<file path="config.mk">
export PLATFORM = sky130hd
export DESIGN_NAME = size_class_block_allocator_unit
export DESIGN_NICKNAME = d
export VERILOG_FILES = /design/src/rtl/core/sca_pkg.sv /design/src/rtl/core/size_class_block_allocator_unit.sv /design/src/rtl/core/sca_front.sv /design/src/rtl/core/sca_queue.sv /design/src/rtl/core/sca_back.sv
export SDC_FILE = /design/constraint.sdc
export NUM_CORES = 2
export LEC_CHECK = 0
export ABC_AREA = 1
export BUFFER_PORTS_ARGS = -buffer_cell sky130_fd_sc_hd__clkbuf_2
export CORE_MARGIN = 5
export CORE_UTILIZATION = 60
export DETAILED_ROUTE_END_ITERATION = 6
export PLACE_DENSITY = 0.78
export SYNTH_ARGS = -nofsm -noshare
export SYNTH_HDL_FRONTEND = slang
export SYNTH_SLANG_ARGS = --single-unit
export TNS_END_PERCENT = 10
</file>
<file path="constraint.sdc">
create_clock -name clk -period 8.95 [get_ports clk]
set_input_delay 0.895 -clock clk [delete_from_list [all_inputs] [get_ports clk]]
set_output_delay 0.895 -clock clk [all_outputs]
set_load 0.03 [all_outputs]
</file>
<file path="src/rtl/core/sca_pkg.sv">
package sca_pkg;

  localparam int NUM_CLASSES      = 8;
  localparam int BLOCKS_PER_CLASS = 4;
  localparam int TOTAL_BLOCKS     = NUM_CLASSES * BLOCKS_PER_CLASS;
  localparam int BLK_W            = $clog2(TOTAL_BLOCKS);
  localparam int QUEUE_DEPTH      = 2;
  localparam int QPTR_W           = $clog2(QUEUE_DEPTH);
  localparam int QCNT_W           = $clog2(QUEUE_DEPTH + 1);

  localparam logic [3:0]  LIST_END  = 4'd15;
  localparam logic [15:0] MIN_BYTES = 16'd16;
  localparam logic [15:0] MAX_BYTES = 16'd2048;

  localparam logic [1:0] FN_ALLOC   = 2'd0;
  localparam logic [1:0] FN_FREE    = 2'd1;
  localparam logic [1:0] FN_QUERY   = 2'd2;
  localparam logic [1:0] FN_UNKNOWN = 2'd3;

  typedef enum logic [2:0] {
    ST_OK         = 3'd0,
    ST_BAD_SIZE   = 3'd1,
    ST_EXHAUSTED  = 3'd2,
    ST_BAD_HANDLE = 3'd3,
    ST_NOT_IN_USE = 3'd4
  } status_t;

  typedef enum logic [2:0] {
    OP_ALLOC,
    OP_FREE,
    OP_QUERY,
    OP_BAD_SIZE,
    OP_BAD_HANDLE
  } op_t;

  // classified request word handed from front to back
  typedef struct packed {
    op_t        op;
    logic [2:0] cls;
    logic [3:0] idx;
  } cmd_t;

endpackage

</file>
<file path="src/rtl/core/size_class_block_allocator_unit.sv">
// Size-class block allocator: eight power-of-two classes (16 to 2048 bytes),
// each with a LIFO free list of blocks addressed by a (class, index) handle.
// Request channel: a word is taken at a rising edge where start is high and
// busy is low. func selects allocate, free or query; req_size is used by
// allocate and query, handle_class / handle_index by free.
// Result channel: done is high for exactly one cycle per request, with the
// result word on the result ports during that cycle. Results come back in
// request order, one per request.
// The accepting edge writes the command queue, and the edge after it updates
// the pool and the result register and raises done.
// Throughput: one request per cycle; the pool state is a set of small
// register arrays, so a free-list pop or push is a single register update.
// The back end takes a queued word every cycle, so the two-word command
// queue never fills and busy stays low.
// Reset (rst, synchronous): every free list is rebuilt in index order and
// refilled, the tallies, byte statistics and done clear and the queue empties.
// The result side has no back-pressure: results are never held.
module size_class_block_allocator_unit (
  input  logic        clk,
  input  logic        rst,
  input  logic        start,
  output logic        busy,
  input  logic [1:0]  func,
  input  logic [15:0] req_size,
  input  logic [2:0]  handle_class,
  input  logic [3:0]  handle_index,
  output logic        done,
  output logic [2:0]  status,
  output logic [2:0]  class_id,
  output logic [3:0]  block_index,
  output logic [3:0]  class_free_count,
  output logic [31:0] class_alloc_total,
  output logic [31:0] class_free_total,
  output logic [15:0] usage_bytes,
  output logic [15:0] usage_bytes_max,
  output logic [47:0] alloc_bytes_total,
  output logic [47:0] freed_bytes_total
);
  import sca_pkg::*;

  cmd_t front_cmd;
  cmd_t back_cmd;
  logic push;
  logic back_valid;
  logic q_full;

  assign busy = q_full;
  assign push = start && !q_full;

  sca_front u_front (
    .func         (func),
    .req_size     (req_size),
    .handle_class (handle_class),
    .handle_index (handle_index),
    .cmd          (front_cmd)
  );

  sca_queue u_queue (
    .clk       (clk),
    .rst       (rst),
    .push      (push),
    .push_word (front_cmd),
    .pop       (1'b1),
    .head_word (back_cmd),
    .not_empty (back_valid),
    .full      (q_full)
  );

  sca_back u_back (
    .clk               (clk),
    .rst               (rst),
    .cmd_valid         (back_valid),
    .cmd               (back_cmd),
    .done              (done),
    .status            (status),
    .class_id          (class_id),
    .block_index       (block_index),
    .class_free_count  (class_free_count),
    .class_alloc_total (class_alloc_total),
    .class_free_total  (class_free_total),
    .usage_bytes       (usage_bytes),
    .usage_bytes_max   (usage_bytes_max),
    .alloc_bytes_total (alloc_bytes_total),
    .freed_bytes_total (freed_bytes_total)
  );

endmodule

</file>
<file path="src/rtl/core/sca_front.sv">
module sca_front (
  input  logic [1:0]    func,
  input  logic [15:0]   req_size,
  input  logic [2:0]    handle_class,
  input  logic [3:0]    handle_index,
  output sca_pkg::cmd_t cmd
);
  import sca_pkg::*;

  logic [15:0] size_m1;
  logic [3:0]  cls_raw;
  logic        size_bad;

  // smallest class c with (16 << c) >= size, from the top set bit of size - 1
  always_comb begin
    size_m1 = req_size - 16'd1;
    cls_raw = 4'd0;
    for (int b = 4; b < 11; b++) begin
      if (size_m1[b]) begin
        cls_raw = 4'(b - 3);
      end
    end
    size_bad = (req_size == 16'd0) || (req_size > MAX_BYTES) ||
               (cls_raw >= 4'(NUM_CLASSES));
  end

  always_comb begin
    cmd.op  = OP_BAD_HANDLE;
    cmd.cls = 3'd0;
    cmd.idx = 4'd0;
    unique case (func) inside
      FN_ALLOC, FN_QUERY: begin
        if (size_bad) begin
          cmd.op = OP_BAD_SIZE;
        end else begin
          cmd.op  = (func == FN_ALLOC) ? OP_ALLOC : OP_QUERY;
          cmd.cls = cls_raw[2:0];
        end
      end
      FN_FREE: begin
        cmd.cls = handle_class;
        cmd.idx = handle_index;
        if ((32'(handle_class) >= 32'(NUM_CLASSES)) ||
            (handle_index >= 4'(BLOCKS_PER_CLASS))) begin
          cmd.op = OP_BAD_HANDLE;
        end else begin
          cmd.op = OP_FREE;
        end
      end
      default: begin
        cmd.op = OP_BAD_HANDLE;
      end
    endcase
  end

endmodule

</file>
<file path="src/rtl/core/sca_queue.sv">
module sca_queue (
  input  logic          clk,
  input  logic          rst,
  input  logic          push,
  input  sca_pkg::cmd_t push_word,
  input  logic          pop,
  output sca_pkg::cmd_t head_word,
  output logic          not_empty,
  output logic          full
);
  import sca_pkg::*;

  cmd_t              slots [QUEUE_DEPTH];
  logic [QPTR_W-1:0] wr_ptr;
  logic [QPTR_W-1:0] rd_ptr;
  logic [QCNT_W-1:0] count;
  logic              do_pop;

  assign not_empty = (count != '0);
  assign full      = (count == QCNT_W'(QUEUE_DEPTH));
  assign head_word = slots[rd_ptr];
  assign do_pop    = pop && not_empty;

  always_ff @(posedge clk) begin
    if (rst) begin
      wr_ptr <= '0;
      rd_ptr <= '0;
      count  <= '0;
    end else begin
      if (push) begin
        wr_ptr <= (wr_ptr == QPTR_W'(QUEUE_DEPTH - 1)) ? '0 : wr_ptr + 1'b1;
      end
      if (do_pop) begin
        rd_ptr <= (rd_ptr == QPTR_W'(QUEUE_DEPTH - 1)) ? '0 : rd_ptr + 1'b1;
      end
      if (push && !do_pop) begin
        count <= count + 1'b1;
      end else if (!push && do_pop) begin
        count <= count - 1'b1;
      end
    end
  end

  always_ff @(posedge clk) begin
    if (push) begin
      slots[wr_ptr] <= push_word;
    end
  end

endmodule

</file>
<file path="src/rtl/core/sca_back.sv">
module sca_back (
  input  logic          clk,
  input  logic          rst,
  input  logic          cmd_valid,
  input  sca_pkg::cmd_t cmd,
  output logic          done,
  output logic [2:0]    status,
  output logic [2:0]    class_id,
  output logic [3:0]    block_index,
  output logic [3:0]    class_free_count,
  output logic [31:0]   class_alloc_total,
  output logic [31:0]   class_free_total,
  output logic [15:0]   usage_bytes,
  output logic [15:0]   usage_bytes_max,
  output logic [47:0]   alloc_bytes_total,
  output logic [47:0]   freed_bytes_total
);
  import sca_pkg::*;

  logic [3:0]  free_next   [TOTAL_BLOCKS];
  logic [3:0]  list_top    [NUM_CLASSES];
  logic [3:0]  free_blocks [NUM_CLASSES];
  logic [31:0] alloc_tally [NUM_CLASSES];
  logic [31:0] free_tally  [NUM_CLASSES];
  logic [TOTAL_BLOCKS-1:0] block_busy;
  logic [15:0] usage_now;
  logic [15:0] usage_peak;
  logic [47:0] bytes_alloc_sum;
  logic [47:0] bytes_freed_sum;

  logic [3:0]       head;
  logic [BLK_W-1:0] alloc_addr;
  logic [BLK_W-1:0] free_addr;
  logic [15:0]      bytes;
  logic [15:0]      usage_up;
  logic             do_alloc;
  logic             do_free;

  status_t     res_status;
  logic [2:0]  res_class;
  logic [3:0]  res_index;
  logic [3:0]  res_count;
  logic [31:0] res_alloc;
  logic [31:0] res_free;
  logic [15:0] usage_next;
  logic [15:0] peak_next;
  logic [47:0] alloc_sum_next;
  logic [47:0] freed_sum_next;

  always_comb begin
    head       = list_top[cmd.cls];
    alloc_addr = BLK_W'(cmd.cls) * BLK_W'(BLOCKS_PER_CLASS) + BLK_W'(head);
    free_addr  = BLK_W'(cmd.cls) * BLK_W'(BLOCKS_PER_CLASS) + BLK_W'(cmd.idx);
    bytes      = MIN_BYTES << cmd.cls;
    usage_up   = usage_now + bytes;

    do_alloc       = 1'b0;
    do_free        = 1'b0;
    res_status     = ST_OK;
    res_class      = 3'd0;
    res_index      = 4'd0;
    res_count      = 4'd0;
    res_alloc      = 32'd0;
    res_free       = 32'd0;
    usage_next     = usage_now;
    peak_next      = usage_peak;
    alloc_sum_next = bytes_alloc_sum;
    freed_sum_next = bytes_freed_sum;

    unique case (cmd.op)
      OP_ALLOC: begin
        res_class = cmd.cls;
        res_count = free_blocks[cmd.cls];
        res_alloc = alloc_tally[cmd.cls];
        res_free  = free_tally[cmd.cls];
        if ((free_blocks[cmd.cls] == 4'd0) || (head >= 4'(BLOCKS_PER_CLASS))) begin
          res_status = ST_EXHAUSTED;
        end else begin
          do_alloc       = 1'b1;
          res_index      = head;
          res_count      = free_blocks[cmd.cls] - 4'd1;
          res_alloc      = alloc_tally[cmd.cls] + 32'd1;
          usage_next     = usage_up;
          peak_next      = (usage_up > usage_peak) ? usage_up : usage_peak;
          alloc_sum_next = bytes_alloc_sum + 48'(bytes);
        end
      end
      OP_FREE: begin
        res_class = cmd.cls;
        res_index = cmd.idx;
        res_count = free_blocks[cmd.cls];
        res_alloc = alloc_tally[cmd.cls];
        res_free  = free_tally[cmd.cls];
        if (!block_busy[free_addr]) begin
          res_status = ST_NOT_IN_USE;
        end else begin
          do_free        = 1'b1;
          res_count      = free_blocks[cmd.cls] + 4'd1;
          res_free       = free_tally[cmd.cls] + 32'd1;
          usage_next     = usage_now - bytes;
          freed_sum_next = bytes_freed_sum + 48'(bytes);
        end
      end
      OP_QUERY: begin
        res_class = cmd.cls;
        res_count = free_blocks[cmd.cls];
        res_alloc = alloc_tally[cmd.cls];
        res_free  = free_tally[cmd.cls];
      end
      OP_BAD_SIZE: begin
        res_status = ST_BAD_SIZE;
      end
      OP_BAD_HANDLE: begin
        res_status = ST_BAD_HANDLE;
        res_class  = cmd.cls;
        res_index  = cmd.idx;
      end
      default: begin
        res_status = ST_BAD_HANDLE;
      end
    endcase

    if (!cmd_valid) begin
      do_alloc       = 1'b0;
      do_free        = 1'b0;
      usage_next     = usage_now;
      peak_next      = usage_peak;
      alloc_sum_next = bytes_alloc_sum;
      freed_sum_next = bytes_freed_sum;
    end
  end

  // pool state
  always_ff @(posedge clk) begin
    if (rst) begin
      for (int c = 0; c < NUM_CLASSES; c++) begin
        for (int i = 0; i < BLOCKS_PER_CLASS; i++) begin
          free_next[c * BLOCKS_PER_CLASS + i] <=
            (i + 1 < BLOCKS_PER_CLASS) ? 4'(i + 1) : LIST_END;
        end
        list_top[c]    <= 4'd0;
        free_blocks[c] <= 4'(BLOCKS_PER_CLASS);
        alloc_tally[c] <= 32'd0;
        free_tally[c]  <= 32'd0;
      end
      block_busy      <= '0;
      usage_now       <= 16'd0;
      usage_peak      <= 16'd0;
      bytes_alloc_sum <= 48'd0;
      bytes_freed_sum <= 48'd0;
    end else begin
      if (do_alloc) begin
        // pop the list head
        list_top[cmd.cls]      <= free_next[alloc_addr];
        free_blocks[cmd.cls]   <= res_count;
        alloc_tally[cmd.cls]   <= res_alloc;
        block_busy[alloc_addr] <= 1'b1;
      end
      if (do_free) begin
        // push the block back as the new head
        free_next[free_addr]  <= list_top[cmd.cls];
        list_top[cmd.cls]     <= cmd.idx;
        free_blocks[cmd.cls]  <= res_count;
        free_tally[cmd.cls]   <= res_free;
        block_busy[free_addr] <= 1'b0;
      end
      usage_now       <= usage_next;
      usage_peak      <= peak_next;
      bytes_alloc_sum <= alloc_sum_next;
      bytes_freed_sum <= freed_sum_next;
    end
  end

  // result register
  always_ff @(posedge clk) begin
    if (rst) begin
      done <= 1'b0;
    end else begin
      done <= cmd_valid;
    end
  end

  always_ff @(posedge clk) begin
    status            <= res_status;
    class_id          <= res_class;
    block_index       <= res_index;
    class_free_count  <= res_count;
    class_alloc_total <= res_alloc;
    class_free_total  <= res_free;
    usage_bytes       <= usage_next;
    usage_bytes_max   <= peak_next;
    alloc_bytes_total <= alloc_sum_next;
    freed_bytes_total <= freed_sum_next;
  end

endmodule
</file>
=== Word-level counts from Yosys, hierarchy flattened ===
Memories as Yosys holds them, arrays and structs flattened. A register that Yosys moved wholly into a read port is not among the register bits.
Cells that the tools add are included.

* Memory bits (writable): 724
* Logic and storage cells: 177
* Input port bits: 28
* Output and inout port bits: 208
* Bits in registers: 371
* Memories: 6

* Eq/ne operators: 7
* Bitwise logic cells: 5
* Muxes and demuxes: 88
* Magnitude comparators: 9
* Reductions and logical operators: 27
* Shift operators: 1
* $add $sub $neg: 15

{| class="wikitable"
|+ Memory list
! memory !! words !! bits a word !! rd ports !! clocked after memory_dff !! write ports !! line !! RTL
|-
| u_back.alloc_tally || 8 || 32 || 1 || 0 || 8 || sca_back.sv:23 || <nowiki>logic [31:0] alloc_tally [NUM_CLASSES];</nowiki>
|-
| u_back.free_tally || 8 || 32 || 1 || 0 || 8 || sca_back.sv:24 || <nowiki>logic [31:0] free_tally [NUM_CLASSES];</nowiki>
|-
| u_back.free_next || 32 || 4 || 1 || 0 || 32 || sca_back.sv:20 || <nowiki>logic [3:0] free_next [TOTAL_BLOCKS];</nowiki>
|-
| u_back.free_blocks || 8 || 4 || 1 || 0 || 8 || sca_back.sv:22 || <nowiki>logic [3:0] free_blocks [NUM_CLASSES];</nowiki>
|-
| u_back.list_top || 8 || 4 || 1 || 0 || 8 || sca_back.sv:21 || <nowiki>logic [3:0] list_top [NUM_CLASSES];</nowiki>
|-
| u_queue.slots || 2 || 10 || 1 || 1 || 1 || sca_queue.sv:13 || <nowiki>cmd_t slots [QUEUE_DEPTH];</nowiki>
|}

{| class="wikitable"
|+ Operator list
! operator !! number
|-
| two-way mux 48 bit || 6
|-
| two-way mux 32 bit || 7
|-
| case mux 32 bit (2 select lines) || 2
|-
| two-way mux 16 bit || 7
|-
| adder 48 x 16 -> 48 bit || 2
|-
| adder 32 x 1 -> 32 bit, second input constant || 2
|-
| OR reduction 32 bit || 2
|-
| two-way mux 4 bit || 15
|-
| AND 32 bit || 1
|-
| inverter 32 bit || 1
|-
| OR 32 bit || 1
|-
| case mux 16 bit (2 select lines) || 1
|-
| two-way mux 1 bit || 29
|-
| two-way mux 3 bit || 8
|-
| adder 16 bit || 1
|-
| greater-than comparator 16 x 12 -> 1 bit, second input constant || 1
|-
| greater-than comparator 16 bit || 1
|-
| logical NOT 16 bit || 1
|-
| OR reduction 4 bit || 4
|-
| << shifter 5 x 3 -> 16 bit, first input constant || 1
|-
| subtractor 16 bit || 1
|-
| < comparator 5 x 6 -> 1 bit, second input constant || 2
|-
| case mux 3 bit (2 select lines) || 2
|-
| case mux 3 bit (4 select lines) || 1
|-
| other kinds (30) || 53
|}

=== Longest topological paths before layout ===
* Word-level depth: 12
* Mapped depth: 32

=== By module ===
A second synthesis with hierarchy kept.

* Cells, all modules: 6243
* Area, all modules: 52206.3 um^2

{| class="wikitable"
|+ Modules (own cells, without submodules)
! module !! area each (um^2) !! sequential area each (um^2) !! cells an instance !! times used
|-
| sca_back || 50792.5 || 28167.0 || 6095 || 1
|-
| sca_queue || 998.5 || 700.7 || 66 || 1
|-
| sca_front || 401.6 || 0.0 || 79 || 1
|-
| size_class_block_allocator_unit || 13.8 || 0.0 || 3 || 1
|}

=== Least setup slack after synthesis ===
OpenSTA, ideal clock, no wires.

* Path kind: register to register
* Start point: register (tool-made name)
* End point: register u_back.usage_peak[10]
* Path buffers: 6
* Clock period less this slack: 4.570 ns
* Data arrival time: 4.443 ns
* Setup time: 0.128 ns
* Setup slack: 4.380 ns
* Stages on the path, launching flop included: 30
* Cell sequence: dfxtp_1 > inv_2 > buf_6 > nand2_4 > nand2_4 > buf_6 > buf_4 > buf_2 > buf_2 > nor2_1 > inv_1 > ha_1 > inv_1 > a21oi_1 > o21bai_1 > a21oi_1 > o21ai_0 > xor2_1 > inv_1 > ha_1 > inv_1 > nor4_1 > nand2_1 > nand2_1 > o21ai_0 > nor2_1 > inv_2 > clkbuf_1 > o21ai_1 > nor2_1

{| class="wikitable"
|+ RTL lines
! element !! line !! RTL
|-
| end signal, assigned || sca_back.sv:168 || <nowiki>usage_peak <= peak_next;</nowiki>
|-
| end, declared || sca_back.sv:27 || <nowiki>logic [15:0] usage_peak;</nowiki>
|}

==> flow_metrics.env <==
export IMPL_status="finished, final reports clean"
export IMPL_synth_top_family_by_area="simple AND/OR/NAND/NOR gates"
export IMPL_grt_start_max_net_pins=106
export IMPL_synthTopCellsByArea="edfxtp_1, dfxtp_1, nand2_1"
export IMPL_rows=107
export IMPL_drive_gt1_share_pct=10.4
export IMPL_synth_area_um2=51800
export IMPL_fin_hold_ws_ns=0.382
export IMPL_fmax_mhz=139
export IMPL_maxSlewViolCount=0
export IMPL_yosysTopAreaCellShare_pct=42.0
export IMPL_seq_area_frac_synth_pct=55.8
export IMPL_synth_xor_xnor_area_share_pct=0.860
export IMPL_maxCapViolations=0
export IMPL_yosys_area_share_simple_pct=28.1
export IMPL_cts_made_buffers=111
export IMPL_fillers=6958
export IMPL_synth_seq_cells=1080
export IMPL_die_area_um2=92200
export IMPL_yosys_warnings=0
export IMPL_cp_start_kind="register"
export IMPL_async_reset_ff_share_pct=0
export IMPL_coreArea_um2=85400
export IMPL_post_dp_cell_area_um2=53200
export IMPL_final_area_um2=57000
export IMPL_postSynthCellCount=6134
export IMPL_ys_types=66
export IMPL_detail_route_antenna_nets=0
export IMPL_synth_largest_area_cell="edfxtp_1"
export IMPL_min_period_ns=7.22
export IMPL_rrSetupSlack_ns=1.73
export IMPL_via_per_inst=5.67
export IMPL_p_leak_nw=24.6
export IMPL_postSynthAreaPerCell_um2=8.44
export IMPL_hold_start="u_back.usage_now[0]$_SDFF_PP0_"
export IMPL_finalHoldViolations=0
export IMPL_clkSinkCount=1080
export IMPL_fin_worst_skew_ns=0.0333
export IMPL_fin_crit_sh_pct=80.6
export IMPL_wire_per_inst_um=19.4
export IMPL_grt_overflow=0
export IMPL_totalWireLength_um=146000
export IMPL_clk_pin_slew_worst_paths_ns=0.06
export IMPL_track_usage_pct=30.5
export IMPL_muxShareOfSynthArea_pct=0
export IMPL_synth_fa_ha_area_share_pct=1.52
export IMPL_vias=42600
export IMPL_cts_resized=0
export IMPL_arrival_ns=7.56
export IMPL_antenna_found_initial=2
export IMPL_hold_path_class="reg -> reg"
export IMPL_drt_initial_drc_count=4773
export IMPL_final_util_pct=66.8
export IMPL_rsz0062_at_grt="false"
export IMPL_syn_to_final_growth_pct=10.2
export IMPL_clock_path_buffers=3
export IMPL_power_density_nw_per_um2=322
export IMPL_final_nets=6355
export IMPL_die_w_um=304
export IMPL_finalSetupViolCount=0
export IMPL_synth_most_common_cell="nand2_1"
export IMPL_criticalPathCategory="reg -> reg"
export IMPL_drt_pass1_iterations=6
export IMPL_crit_path_max_fanout=98
export IMPL_fin_tns_setup_ns=0
export IMPL_drc=0
export IMPL_regArea_um2=28900
export IMPL_synth_ff_type="edfxtp_1"
export IMPL_relSlewSlack_pct=28.5
export IMPL_ir_drop_v=0.000269
export IMPL_ys_top_cells_by_count="nand2_1, nor2_1, edfxtp_1"
export IMPL_fin_total_pwr_mw=18.4
export IMPL_io_buffers=227
export IMPL_cts_tree="built"
export IMPL_chipHeight_um=304
export IMPL_multi_input_area_um2=18900
export IMPL_cts_root_buffer="clkbuf_16"
export IMPL_tightest_slew_ns=1.07
export IMPL_cts_hold_fix_buffers=0
export IMPL_synth_compound_area_share_pct=5.95
export IMPL_grt_pass1_wl_um=226000
export IMPL_start_util_pct=60.6
export IMPL_grt_pass1_vias=40800
export IMPL_synth_edf_count=724
export IMPL_cts_setup_buffers=0
export IMPL_cts_max_level=3
export IMPL_required_ns=9.29
export IMPL_ios=236
export IMPL_place_hpwl_um=94400
export IMPL_gp_congestion=0.967
export IMPL_clkLatencyLatePin_ns=0.70
export IMPL_endpoint_kind="register"
-- per-stage QoR --
step                std cells  worst slack, ns
floorplan                6141             4.38
global placement         7298             2.00
detailed placement       7298             1.83
CTS                      7506             1.80
global route             7506             1.26
finish                   7507             1.73
-- registers in the layout, summed over array words and instances (netlist names), 20 cells and up, named ones only --
name,flops
u_back.free_tally,256
u_back.freed_bytes_total,44
u_back.free_next,128
u_back.block_busy,32
u_queue.slots,20
u_back.class_alloc_total,32
u_back.list_top,32
u_back.free_blocks,32
u_back.alloc_bytes_total,44
u_back.bytes_alloc_sum,44
u_back.alloc_tally,256
u_back.bytes_freed_sum,44
u_back.class_free_total,32
-- worst max-delay path: stages, from the launching register on --
cell	delay, ns
dfxtp_1	0.71
inv_2	0.29
nand2_4	0.23
nand2_8	0.40
ha_1	0.43
fa_1	0.41
nand3_1	0.13
nand3_1	0.11
nor2_1	0.19
nand2_1	0.09
nand2_1	0.06
nor2_1	0.05
nand2_1	0.09
buf_4	0.42
nand2_2	0.43
nor2_2	0.85
inv_2	0.22
nor2_1	0.17
inv_2	0.34
nand2_1	0.65
buf_4	0.47
-- worst paths after layout --
kind,endpoint,cells after the start
max,u_back.free_tally[2][18]$_SDFFCE_PN0P_,20
min,u_back.usage_bytes[0]$_DFF_P_,0
max reg2reg,u_back.free_tally[2][18]$_SDFFCE_PN0P_,20
min reg2reg,u_back.usage_bytes[0]$_DFF_P_,0
-- metal layers --
| metal | track usage, % | vias to the layer above | wire, um |
|---|---|---|---|
| li1 | - | 20000 | - |
| met1 | 40.3 | 19800 | 55500 |
| met2 | 51.3 | 2331 | 69400 |
| met3 | 5.38 | 371 | 15600 |
| met4 | 10.9 | 0 | 5160 |
| met5 | 0 | - | 0 |
-- area by class of cell --
type	instances	share of cell area, %
diodes	1	0.00439
multi-input cells	4146	33.1
flip-flops and latches	1080	50.6
repair buffers	279	2.68
clock inverters	57	1.01
inverters	649	4.29
clock buffers	151	5.77
well taps	1144	2.51
-- kinds of logic (layout without fill, tap and decap cells) --
| kind of cell | count (synthesis) | in the layout |
|---|---|---|
| AND/OR/NAND/NOR | 3454 | 3454 |
| buffers and inverters | 915 | 1136 |
| AO/OA/AOI/OAI | 574 | 574 |
| XOR/XNOR | 50 | 50 |
| flip-flops | 1080 | 1080 |
| adder cells (fa/ha/maj) | 60 | 60 |
| other | 1 | 9 |
-- power breakdown --
group / total (mW) / switching, mW / internal, mW
sequential: 5.75 / 0.125 / 5.63
clock: 4.84 / 2.00 / 2.84
combinational: 7.78 / 6.03 / 1.75
-- placed cells by master, fill, tap and decap left out, types with 38 or more instances in the layout --
cell type | synthesis | final
inv_1 | 613 | 611
clkbuf_16 | 0 | 121
o21ai_0 | 195 | 195
ha_1 | 55 | 55
a21oi_1 | 254 | 254
xor2_1 | 39 | 39
nand4_1 | 63 | 63
nand3_2 | 38 | 38
nand2_1 | 1675 | 1674
nor2_1 | 1118 | 1117
clkbuf_2 | 0 | 226
edfxtp_1 | 724 | 724
dfxtp_1 | 356 | 356
nor3_1 | 68 | 68
buf_4 | 44 | 53
o21ai_1 | 49 | 49
nand3_1 | 333 | 333
(Power assumes the default switching activity.)
